`config.mk`:
```
export PLATFORM = sky130hd
export DESIGN_NAME = symbol_table_lookup
export DESIGN_NICKNAME = d
export VERILOG_FILES = /design/src/design/stl_pkg.sv /design/src/design/stl_cfg_regs.sv /design/src/design/stl_parser.sv /design/src/design/symbol_table_lookup.sv
export SDC_FILE = /design/constraint.sdc
export NUM_CORES = 1
export LEC_CHECK = 0
export BUFFER_PORTS_ARGS = -buffer_cell sky130_fd_sc_hd__buf_2
export CAP_MARGIN = 15
export CORE_MARGIN = 4
export CORE_UTILIZATION = 26
export DETAILED_ROUTE_END_ITERATION = 6
export PLACE_DENSITY = 0.44
export SLEW_MARGIN = 20
export SYNTH_ARGS = -nofsm -noshare
export SYNTH_HDL_FRONTEND = slang
export SYNTH_HIERARCHICAL = 1
export SYNTH_SLANG_ARGS = --single-unit
```
`constraint.sdc`:
```
create_clock -name clk_i -period 5.8 [get_ports clk_i]
set_input_delay 0 -clock clk_i [delete_from_list [all_inputs] [get_ports clk_i]]
set_output_delay 0 -clock clk_i [all_outputs]
set_load 0.05 [all_outputs]
```
`src/design/stl_pkg.sv`:
```
`timescale 1ns / 1ps
// Shared types and constants of the symbol table lookup block.
// Used by the register file, the parser and the top level; no dependencies.
package stl_pkg;

  localparam int unsigned ByteW    = 8;
  localparam int unsigned KeyLenW  = 6;
  localparam int unsigned KeyBytes = 32;
  localparam int unsigned KeyW     = KeyBytes * ByteW;
  localparam int unsigned AddrW    = 16;
  localparam int unsigned CntW     = 8;
  localparam int unsigned DataW    = 64;
  localparam int unsigned PaddrW   = 6;
  localparam int unsigned RegIdxW  = 3;

  // Longest key that can match any entry.
  localparam logic [KeyLenW-1:0] MaxKey = 6'd32;

  localparam logic [ByteW-1:0] MagicS = 8'h53;
  localparam logic [ByteW-1:0] MagicY = 8'h59;
  localparam logic [ByteW-1:0] MagicM = 8'h4D;

  // Register indexes on the configuration port.
  localparam logic [RegIdxW-1:0] RegKeyLength  = 3'd0;
  localparam logic [RegIdxW-1:0] RegKeyLow     = 3'd1;
  localparam logic [RegIdxW-1:0] RegKeyMidLow  = 3'd2;
  localparam logic [RegIdxW-1:0] RegKeyMidHigh = 3'd3;
  localparam logic [RegIdxW-1:0] RegKeyHigh    = 3'd4;

  typedef enum logic [2:0] {
    PhHeader = 3'd0,
    PhSize   = 3'd1,
    PhLen    = 3'd2,
    PhName   = 3'd3,
    PhAddr   = 3'd4,
    PhDone   = 3'd5
  } phase_e;

  typedef struct packed {
    logic [KeyLenW-1:0] key_length;
    logic [KeyW-1:0]    key_bytes;
  } key_cfg_t;

  typedef struct packed {
    phase_e phase;
  } stl_status_t;

endpackage

```
`src/design/stl_cfg_regs.sv`:
```
`timescale 1ns / 1ps
// APB-style register file holding the search key.
// Depends on stl_pkg.
module stl_cfg_regs
  import stl_pkg::*;
(
  input  logic              clk_i,
  input  logic              rst_ni,
  input  logic              psel,
  input  logic              penable,
  input  logic              pwrite,
  input  logic [PaddrW-1:0] paddr,
  input  logic [DataW-1:0]  pwdata,
  output logic [DataW-1:0]  prdata,
  output logic              pready,
  output key_cfg_t          key_cfg_o
);

  logic [KeyLenW-1:0] key_length_q;
  logic [DataW-1:0]   key_low_q, key_mid_low_q, key_mid_high_q, key_high_q;
  logic [RegIdxW-1:0] reg_idx;
  logic               wr_en;

  assign pready  = 1'b1;
  assign reg_idx = paddr[PaddrW-1:PaddrW-RegIdxW];
  assign wr_en   = psel & penable & pwrite & pready;

  always_ff @(posedge clk_i or negedge rst_ni) begin
    if (!rst_ni) begin
      key_length_q   <= '0;
      key_low_q      <= '0;
      key_mid_low_q  <= '0;
      key_mid_high_q <= '0;
      key_high_q     <= '0;
    end else if (wr_en) begin
      unique case (reg_idx)
        RegKeyLength:  key_length_q   <= pwdata[KeyLenW-1:0];
        RegKeyLow:     key_low_q      <= pwdata;
        RegKeyMidLow:  key_mid_low_q  <= pwdata;
        RegKeyMidHigh: key_mid_high_q <= pwdata;
        RegKeyHigh:    key_high_q     <= pwdata;
        default: ;
      endcase
    end
  end

  always_comb begin
    unique case (reg_idx)
      RegKeyLength:  prdata = {{(DataW-KeyLenW){1'b0}}, key_length_q};
      RegKeyLow:     prdata = key_low_q;
      RegKeyMidLow:  prdata = key_mid_low_q;
      RegKeyMidHigh: prdata = key_mid_high_q;
      RegKeyHigh:    prdata = key_high_q;
      default:       prdata = '0;
    endcase
  end

  assign key_cfg_o.key_length = key_length_q;
  assign key_cfg_o.key_bytes  = {key_high_q, key_mid_high_q, key_mid_low_q, key_low_q};

endmodule

```
`src/design/stl_parser.sv`:
```
`timescale 1ns / 1ps
// Byte-serial parser state of the symbol table search: header, size,
// entries and the per-image result decision. Depends on stl_pkg.
module stl_parser
  import stl_pkg::*;
(
  input  logic             clk_i,
  input  logic             rst_ni,
  input  logic             step_i,
  input  logic [ByteW-1:0] byte_i,
  input  logic             last_i,
  input  key_cfg_t         key_cfg_i,
  output logic             emit_o,
  output logic             hit_o,
  output logic [AddrW-1:0] addr_o,
  output stl_status_t      status_o
);

  phase_e           phase_q, phase_d;
  logic [CntW-1:0]  cnt_q, cnt_d;
  logic [AddrW-1:0] remain_q, remain_d;
  logic [ByteW-1:0] elen_q, elen_d;
  logic             match_q, match_d;
  logic [ByteW-1:0] hold_q, hold_d;

  logic             decided;
  logic [ByteW-1:0] magic;
  logic [ByteW-1:0] key_byte;
  logic [AddrW-1:0] size_word;
  logic [AddrW-1:0] used;
  logic [AddrW-1:0] remain_left;

  // Key bytes beyond the 32 stored ones compare as zero.
  assign key_byte = (cnt_q[CntW-1:5] == '0)
                  ? key_cfg_i.key_bytes[{cnt_q[4:0], 3'b000} +: ByteW]
                  : '0;

  assign size_word   = {byte_i, remain_q[ByteW-1:0]};
  assign used        = {{(AddrW-ByteW){1'b0}}, elen_q} + AddrW'(3);
  assign remain_left = (remain_q > used) ? (remain_q - used) : '0;

  always_comb begin
    unique case (cnt_q[1:0])
      2'd0:    magic = MagicS;
      2'd1:    magic = MagicY;
      default: magic = MagicM;
    endcase
  end

  always_comb begin
    phase_d  = phase_q;
    cnt_d    = cnt_q;
    remain_d = remain_q;
    elen_d   = elen_q;
    match_d  = match_q;
    hold_d   = hold_q;
    decided  = 1'b0;
    hit_o    = 1'b0;
    addr_o   = '0;

    unique case (phase_q)
      PhHeader: begin
        if (byte_i != magic) begin
          decided = 1'b1;
        end else if (cnt_q == CntW'(2)) begin
          phase_d = PhSize;
          cnt_d   = '0;
        end else begin
          cnt_d = cnt_q + CntW'(1);
        end
      end
      PhSize: begin
        if (cnt_q == '0) begin
          remain_d = {{(AddrW-ByteW){1'b0}}, byte_i};
          cnt_d    = CntW'(1);
        end else begin
          remain_d = size_word;
          cnt_d    = '0;
          if (size_word == '0) begin
            decided = 1'b1;
          end else begin
            phase_d = PhLen;
          end
        end
      end
      PhLen: begin
        elen_d  = byte_i;
        match_d = (byte_i == {2'b00, key_cfg_i.key_length})
                  && (key_cfg_i.key_length <= MaxKey);
        cnt_d   = '0;
        phase_d = (byte_i != '0) ? PhName : PhAddr;
      end
      PhName: begin
        if (byte_i != key_byte) begin
          match_d = 1'b0;
        end
        if ((cnt_q + CntW'(1)) >= elen_q) begin
          phase_d = PhAddr;
          cnt_d   = '0;
        end else begin
          cnt_d = cnt_q + CntW'(1);
        end
      end
      PhAddr: begin
        if (cnt_q == '0) begin
          hold_d = byte_i;
          cnt_d  = CntW'(1);
        end else begin
          cnt_d = '0;
          if (match_q) begin
            decided = 1'b1;
            hit_o   = 1'b1;
            addr_o  = {byte_i, hold_q};
          end else begin
            remain_d = remain_left;
            if (remain_left == '0) begin
              decided = 1'b1;
            end else begin
              phase_d = PhLen;
            end
          end
        end
      end
      PhDone: ;
      default: ;
    endcase

    // Every image gives one result: the last byte forces one if none came yet.
    emit_o = decided || (last_i && (phase_q != PhDone));
    if (emit_o) begin
      phase_d = PhDone;
    end
    if (last_i) begin
      phase_d  = PhHeader;
      cnt_d    = '0;
      remain_d = '0;
      elen_d   = '0;
      match_d  = 1'b0;
      hold_d   = '0;
    end
  end

  always_ff @(posedge clk_i or negedge rst_ni) begin
    if (!rst_ni) begin
      phase_q  <= PhHeader;
      cnt_q    <= '0;
      remain_q <= '0;
      elen_q   <= '0;
      match_q  <= 1'b0;
      hold_q   <= '0;
    end else if (step_i) begin
      phase_q  <= phase_d;
      cnt_q    <= cnt_d;
      remain_q <= remain_d;
      elen_q   <= elen_d;
      match_q  <= match_d;
      hold_q   <= hold_d;
    end
  end

  assign status_o.phase = phase_q;

endmodule

```
`src/design/symbol_table_lookup.sv`:
```
`timescale 1ns / 1ps
// Symbol table lookup: takes a ROM image one byte per request and returns exactly one
// result per image (found flag and 16-bit address, or not found). It accepts one byte
// every cycle; bytes are registered at the input and results at the output. The input
// stalls only when a deciding byte meets a full, stalled output register. The key
// must be written via APB at byte address 8*i when no image is in flight (unchecked).
module symbol_table_lookup
  import stl_pkg::*;
(
  input  logic              clk_i,
  input  logic              rst_ni,
  input  logic              in_valid_i,
  output logic              in_stall_o,
  input  logic [ByteW-1:0]  rom_byte_i,
  input  logic              last_byte_i,
  output logic              out_valid_o,
  input  logic              out_stall_i,
  output logic [AddrW-1:0]  symbol_address_o,
  output logic              found_o,
  input  logic              psel,
  input  logic              penable,
  input  logic              pwrite,
  input  logic [PaddrW-1:0] paddr,
  input  logic [DataW-1:0]  pwdata,
  output logic [DataW-1:0]  prdata,
  output logic              pready
);

  key_cfg_t         key_cfg;
  stl_status_t      status;
  logic             in_valid_q;
  logic [ByteW-1:0] in_byte_q;
  logic             in_last_q;
  logic             out_valid_q;
  logic [AddrW-1:0] out_addr_q;
  logic             out_found_q;
  logic             emit, hit;
  logic [AddrW-1:0] addr;
  logic             can_take, fire, in_accept;

  stl_cfg_regs u_cfg (
    .clk_i     (clk_i),
    .rst_ni    (rst_ni),
    .psel      (psel),
    .penable   (penable),
    .pwrite    (pwrite),
    .paddr     (paddr),
    .pwdata    (pwdata),
    .prdata    (prdata),
    .pready    (pready),
    .key_cfg_o (key_cfg)
  );

  stl_parser u_parser (
    .clk_i     (clk_i),
    .rst_ni    (rst_ni),
    .step_i    (fire),
    .byte_i    (in_byte_q),
    .last_i    (in_last_q),
    .key_cfg_i (key_cfg),
    .emit_o    (emit),
    .hit_o     (hit),
    .addr_o    (addr),
    .status_o  (status)
  );

  // A byte that yields no result moves on even while the output is stalled.
  assign can_take   = !out_valid_q || !out_stall_i;
  assign fire       = in_valid_q && (!emit || can_take);
  assign in_stall_o = in_valid_q && !fire;
  assign in_accept  = in_valid_i && !in_stall_o;

  always_ff @(posedge clk_i or negedge rst_ni) begin
    if (!rst_ni) begin
      in_valid_q <= 1'b0;
    end else if (in_accept) begin
      in_valid_q <= 1'b1;
    end else if (fire) begin
      in_valid_q <= 1'b0;
    end
  end

  always_ff @(posedge clk_i) begin
    if (in_accept) begin
      in_byte_q <= rom_byte_i;
      in_last_q <= last_byte_i;
    end
  end

  always_ff @(posedge clk_i or negedge rst_ni) begin
    if (!rst_ni) begin
      out_valid_q <= 1'b0;
    end else if (fire && emit) begin
      out_valid_q <= 1'b1;
    end else if (!out_stall_i) begin
      out_valid_q <= 1'b0;
    end
  end

  always_ff @(posedge clk_i) begin
    if (fire && emit) begin
      out_addr_q  <= addr;
      out_found_q <= hit;
    end
  end

  assign out_valid_o      = out_valid_q;
  assign symbol_address_o = out_addr_q;
  assign found_o          = out_found_q;

`ifndef NO_ASSERTIONS
  a_not_found_zero: assert property (@(posedge clk_i) disable iff (!rst_ni)
    out_valid_o && !found_o |-> symbol_address_o == '0)
    else $error("not-found result carries a nonzero address");

  a_last_emits: assert property (@(posedge clk_i) disable iff (!rst_ni)
    fire && in_last_q && (status.phase != PhDone) |-> emit)
    else $error("image ended without a result");

  a_last_restarts: assert property (@(posedge clk_i) disable iff (!rst_ni)
    fire && in_last_q |=> status.phase == PhHeader)
    else $error("parser did not return to the header after the last byte");

  a_no_overwrite: assert property (@(posedge clk_i) disable iff (!rst_ni)
    out_valid_q && out_stall_i |-> !(fire && emit))
    else $error("result register overwritten while stalled");
`endif

endmodule
```
==> impl_metrics.env, run 1 <==
export IMPL_r2r_setup_slack_ps=1010
export IMPL_grt_pass1_wl_mm=94.41
export IMPL_cts_htree_levels=2
export IMPL_status="finished, final reports clean"
export IMPL_vdd_drop_max_mv=0.2113
export IMPL_io_pins=170
export IMPL_drv_cap=0
export IMPL_required_ps=5800
export IMPL_dieArea_um2=75400
export IMPL_clk_path_buf_depth=3
export IMPL_die_w_um=274.6
export IMPL_leakagePower_nw=9.548
export IMPL_netlist_instances=1501
export IMPL_post_cts_buffers=0
export IMPL_cts_sinks=334
export IMPL_ys_ff_latch=334
export IMPL_drt_initial_drc_count=818
export IMPL_rr_endpoint="u_parser/remain_q[7]$_DFFE_PN0P_"
export IMPL_critPathArrivalTime_ps=4870
export IMPL_vias=13700
export IMPL_drt_total_wl_mm=62.86
export IMPL_via_per_inst=5.098
export IMPL_ant_nets=0
export IMPL_core_um2=70270
export IMPL_drv_slew=0
export IMPL_dpl_hpwl_mm=41.73
export IMPL_worst_slew_pin_slew_ps=1021
export IMPL_setup_violations_final=0
export IMPL_nets=1821
export IMPL_fp_dieH_um=274.6
export IMPL_nFillCells=7072
export IMPL_syn_avg_cell_area_um2=12.31
export IMPL_numCtsBuffers=43
export IMPL_final_hold_viol_count=0
export IMPL_multi_input_area_um2=9264
export IMPL_postSynth_asyncResetShare_pct=92.22
export IMPL_portBuffers=165
export IMPL_timing_rr_start="u_parser/elen_q[0]$_DFFE_PN0P_"
export IMPL_final_cell_area_um2=22440
export IMPL_drive_above_1_share_pct=32.63
export IMPL_synth_area_leaders="dfrtp_1, mux2_2, mux4_2"
export IMPL_yosysSeqAreaShare_pct=45.94
export IMPL_crit_type="flop to output port"
export IMPL_dpl_cell_count=2526
export IMPL_min_path_type="primary input to asynchronous set/reset pin"
export IMPL_endpoint_kind="output port"
export IMPL_grt_antenna_before_repair=5
export IMPL_synth_ff_type="dfrtp_1"
export IMPL_critPathLaunchType="flop"
export IMPL_yosysWarnings=6
export IMPL_core_rowCount=97
export IMPL_tritoncts="done"
export IMPL_final_period_utilization_pct=84.02
export IMPL_grt_max_degree=157
export IMPL_syn_to_final_growth_pct=21.47
export IMPL_skew_ps=18.10
export IMPL_grt_usage_pct=16.39
export IMPL_yosysTopAreaCellShare_pct=41.71
export IMPL_seq_area_um2=8496
export IMPL_grt_pass1_vias=14450
export IMPL_detail_route_drc_violations=0
export IMPL_rsz0062_at_grt="no"
export IMPL_fin_crit_ps=4873
export IMPL_grt_overflow=0
export IMPL_timing_fmax_ghz=0.2052
export IMPL_pwr_density_cell_nw_per_um2=461.5
export IMPL_crit_start="u_parser/elen_q[0]$_DFFE_PN0P_"
export IMPL_synth_enable_flop_cells=26
export IMPL_final_cell_mix="dfrtp_1, mux2_2, buf_2"
export IMPL_fin_util_pct=31.94
export IMPL_layout_commonest_cell="dfrtp_1"
export IMPL_netlist_area_um2=18480
export IMPL_place_gp_congestion=0.8202
export IMPL_placed_cell_area_um2=20130
export IMPL_total_power_mw=10.36
export IMPL_root_buffer="clkbuf_16"
export IMPL_r2r_cells=19
export IMPL_relSlewSlack_pct=31.94
export IMPL_yosys_area_top_type="dfrtp_1"
export IMPL_setup_tns_ps=0
export IMPL_final_cells=2687
export IMPL_clk_pin_slew_worst_paths_ps=60
export IMPL_detailedRoute_firstPassIterationCount=5
export IMPL_crit_fanout=6
export IMPL_yosysUniqueCellTypes=87
export IMPL_clk_latency_ps=600
export IMPL_syn_nets=1611
export IMPL_start_util_pct=26.29
export IMPL_post_drt_wl_per_cell_um=23.39
export IMPL_crit_path_end="in_stall_o"
[worst min path at each step]
stage | end | slack (ps) | depth (start not counted)
4_1_cts | u_parser/remain_q[10]$_DFFE_PN0P_ | 40 | 2
3_3_place_gp | u_parser/remain_q[13]$_DFFE_PN0P_ | 60 | 1
6_report | u_parser/remain_q[9]$_DFFE_PN0P_ | 10 | 2
3_5_place_dp | u_parser/remain_q[13]$_DFFE_PN0P_ | 80 | 1
5_1_grt | u_parser/remain_q[9]$_DFFE_PN0P_ | 60 | 2
2_1_floorplan | in_valid_q$_DFFE_PN0P_ | -300 | 0
[sequential cells by signal (all words and copies together), names as in the netlist, 3 cells and up]
register              cells
u_cfg/key_mid_high_q     64
in_byte_q                 8
u_cfg/key_high_q         64
symbol_address_o         16
u_cfg/key_length_q        6
u_cfg/key_low_q          64
u_cfg/key_mid_low_q      64
u_parser/status_o         3
u_parser/remain_q        16
u_parser/elen_q           8
u_parser/hold_q           8
u_parser/cnt_q            8
[routing by layer]
layer,global-route usage [%],wire [um]
met5,0,13
met4,4.632,1519
met3,3.018,3269
met2,27.42,30310
met1,21.77,27750
[cells by family (layout without fill, tap and decap cells)]
family,Yosys count,in the layout,share of synthesized area (%)
AO/OA/AOI/OAI,325,325,11.99
AND/OR/NAND/NOR,248,248,7.266
multiplexers,404,404,27.44
adder cells (fa/ha/maj),24,24,1.666
other,1,4,0.02029
buffers and inverters,133,376,4.171
flip-flops,334,334,45.94
XOR/XNOR,32,32,1.517
[cell usage after synthesis (all sizes together) (12+ instances only)]
library cell / n
dfrtp: 308
mux2: 282
o22ai: 77
buf: 76
mux2i: 70
a22oi: 69
nand2: 69
o21ai: 59
mux4: 52
nor2: 52
a21oi: 33
clkbuf: 32
edfxtp: 26
inv: 24
ha: 23
xnor2: 20
and2: 18
nand3: 16
nor4: 16
a22o: 14
nor3: 14
nor2b: 13
xor2: 12
[what timing repair did]
action | in CTS | in global routing
gates resized for setup | 0 | 0
endpoints found under the hold margin | 396 | 0
hold buffers | 80 | 0
[layout make-up]
| type | instances | share of cell area [%] |
|---|---|---|
| Antenna cell | 3 | 0.03345 |
| Clock buffer | 61 | 5.586 |
| Clock inverter | 17 | 1.143 |
| Inverter | 25 | 0.4181 |
| Multi-Input combinational cell | 1034 | 41.28 |
| Sequential cell | 334 | 37.85 |
| Tap cell | 940 | 5.240 |
| Timing Repair Buffer | 273 | 8.451 |
[stage by stage]
step	worst slack, ps	hold slack [ps]
finish	927.0	9.828
detailed placement	1080	75.41
CTS	913.8	37.78
floorplan	1300	-295.6
global route	624.6	61.93
global placement	1129	61.57
[critical path: stages, from the launching register on]
cell and delay (ps):
dfrtp_1 430, inv_1 100, ha_1 250, nor4_1 420
xnor2_1 150, ha_1 430, nand4_2 160, or3_4 420
a211oi_2 260, o31ai_1 180, a211o_1 350, nor4_4 280
o21ai_2 150, o21ai_1 180, nand4_2 160, inv_1 100
buf_2 260
[power by group]
group	switching [mW]	internal, mW
clock network	1.12	1.70
registers	0.564	2.90
logic	2.38	1.69
Note: power is estimated with default switching activity, not from simulation.
==> run 2, diff against run 1 <==
- clock period: 5.8 -> 4.79 ns (I/O delays scaled with it)
==> impl_metrics.env, run 2 (synthesis gave the netlist of run 1 again) <==
export IMPL_status="finished, final reports clean"
export IMPL_skew_ps=33.15
export IMPL_dieArea_um2=75400
export IMPL_nets=1831
export IMPL_final_cell_mix="dfrtp_1, mux2_2, buf_2"
export IMPL_layout_commonest_cell="dfrtp_1"
export IMPL_crit_fanout=5
export IMPL_critPathArrivalTime_ps=4530
export IMPL_endpoint_kind="output port"
export IMPL_start_util_pct=26.29
export IMPL_detailedRoute_firstPassIterationCount=7
export IMPL_io_pins=170
export IMPL_fin_crit_ps=4531
export IMPL_min_path_type="primary input to asynchronous set/reset pin"
export IMPL_via_per_inst=5.086
export IMPL_grt_antenna_before_repair=5
export IMPL_grt_pass1_wl_mm=95.10
export IMPL_final_cells=2697
export IMPL_dpl_hpwl_mm=42.59
export IMPL_core_um2=70270
export IMPL_post_drt_wl_per_cell_um=23.36
export IMPL_drv_slew=0
export IMPL_fp_dieH_um=274.6
export IMPL_required_ps=4790
export IMPL_syn_to_final_growth_pct=22.64
export IMPL_final_period_utilization_pct=94.59
export IMPL_grt_usage_pct=16.44
export IMPL_core_rowCount=97
export IMPL_cts_sinks=334
export IMPL_crit_type="flop to output port"
export IMPL_setup_violations_final=0
export IMPL_setup_tns_ps=0
export IMPL_leakagePower_nw=9.642
export IMPL_drive_above_1_share_pct=33.41
export IMPL_die_w_um=274.6
export IMPL_vdd_drop_max_mv=0.2542
export IMPL_portBuffers=165
export IMPL_drt_initial_drc_count=881
export IMPL_critPathLaunchType="flop"
export IMPL_dpl_cell_count=2538
export IMPL_numCtsBuffers=42
export IMPL_drv_cap=0
export IMPL_detail_route_drc_violations=0
export IMPL_clk_path_buf_depth=3
export IMPL_cts_htree_levels=2
export IMPL_worst_slew_pin_slew_ps=1130
export IMPL_grt_max_degree=114
export IMPL_tritoncts="done"
export IMPL_drt_total_wl_mm=63.00
export IMPL_grt_overflow=0
export IMPL_clk_pin_slew_worst_paths_ps=60
export IMPL_rsz0062_at_grt="no"
export IMPL_pwr_density_cell_nw_per_um2=563.5
export IMPL_place_gp_congestion=0.8398
export IMPL_ant_nets=0
export IMPL_grt_pass1_vias=14350
export IMPL_timing_fmax_ghz=0.2207
export IMPL_clk_latency_ps=580
export IMPL_vias=13720
export IMPL_final_hold_viol_count=0
export IMPL_relSlewSlack_pct=24.60
export IMPL_root_buffer="clkbuf_16"
[run 2: cell count changes in the layout (fill, tap and decap cells not counted), moves of 2 or more]
cell,delta
bufinv_16,+4
buf_4,+10
dlygate4sd3_1,-3
buf_12,+4
clkbuf_8,-4
clkinv_2,-2
[run 2: power breakdown]
part / total, mW / internal (mW) / switching (mW)
combinational: 5.13 / 2.11 / 3.02
sequential: 4.10 / 3.51 / 0.594
clock: 3.54 / 2.20 / 1.34
total: 12.8 / 7.82 / 4.95
[run 2: layout make-up]
cell class,instances,area [um2]
clock inverter,20,347.8
antenna,3,7.507
clock buffer,57,1199
multi-input combinational,1034,9305
inverter,25,93.84
tap,940,1176
sequential,334,8496
timing repair buffer,284,2037
fill,7053,47610
[run 2: path summary, 6_finish.rpt]
check	from	end	slack (ps)	cells after the start
max	u_parser/elen_q[0]$_DFFE_PN0P_	in_stall_o	260	16
min	rst_ni	out_valid_o$_DFFE_PN0P_	30	2
max reg2reg	u_parser/elen_q[0]$_DFFE_PN0P_	u_parser/cnt_q[5]$_DFFE_PN0P_	300	20
min reg2reg	u_parser/hold_q[2]$_DFFE_PN0P_	u_parser/hold_q[2]$_DFFE_PN0P_	480	2
max in group asynchronous	rst_ni	u_cfg/key_low_q[11]$_DFFE_PN0P_	3470	3
min in group clk_i	penable	u_cfg/key_low_q[41]$_DFFE_PN0P_	110	4
[run 2: repair_timing]
action / CTS / global route
gates cloned: 0 / 0
gates resized for setup: 1 / 8
endpoints found under the setup margin: 1 / 19
hold buffers: 77 / 0
endpoints found under the hold margin: 406 / 0
pin swaps: 0 / 2
buffers inserted: 0 / 1
[run 2: metrics by stage]
| stage | util [%] | setup slack (ps) | total power, mW | area (um2) | hold WS [ps] |
|---|---|---|---|---|---|
| final | 32.25 | 259.3 | 12.77 | 22660 | 26.71 |
| after global routing | 32.24 | 7.206 | 13.51 | 22660 | 119.7 |
| after CTS | 32.14 | 127.8 | 12.83 | 22580 | 74.34 |
| after detailed placement | 28.83 | 17.20 | 9.159 | 20260 | 107.7 |
| after global placement | 28.83 | 109.7 | 9.125 | 20260 | 99.11 |
| after floorplan | - | 289.9 | 7.720 | 18480 | -295.6 |
[run 2: layer usage]
metal | routed length, um | global-route usage (%) | up-vias
met5 | 27 | 0 | -
li1 | - | - | 6185
met3 | 3016 | 2.616 | 83
met4 | 1172 | 3.820 | 4
met1 | 28220 | 22.24 | 7113
met2 | 30560 | 27.75 | 333
[run 2: critical path, cell delays in order, from the launching register on]
cell,delay [ps]
dfrtp_1,410
inv_1,90
ha_1,260
nor4_4,290
xnor2_1,110
ha_2,380
nand4_2,130
or3_4,420
a211oi_2,250
o31ai_1,150
a211o_1,330
nor4_4,380
o21ai_2,170
o21ai_2,110
nand4_2,150
inv_1,80
clkbuf_4,220
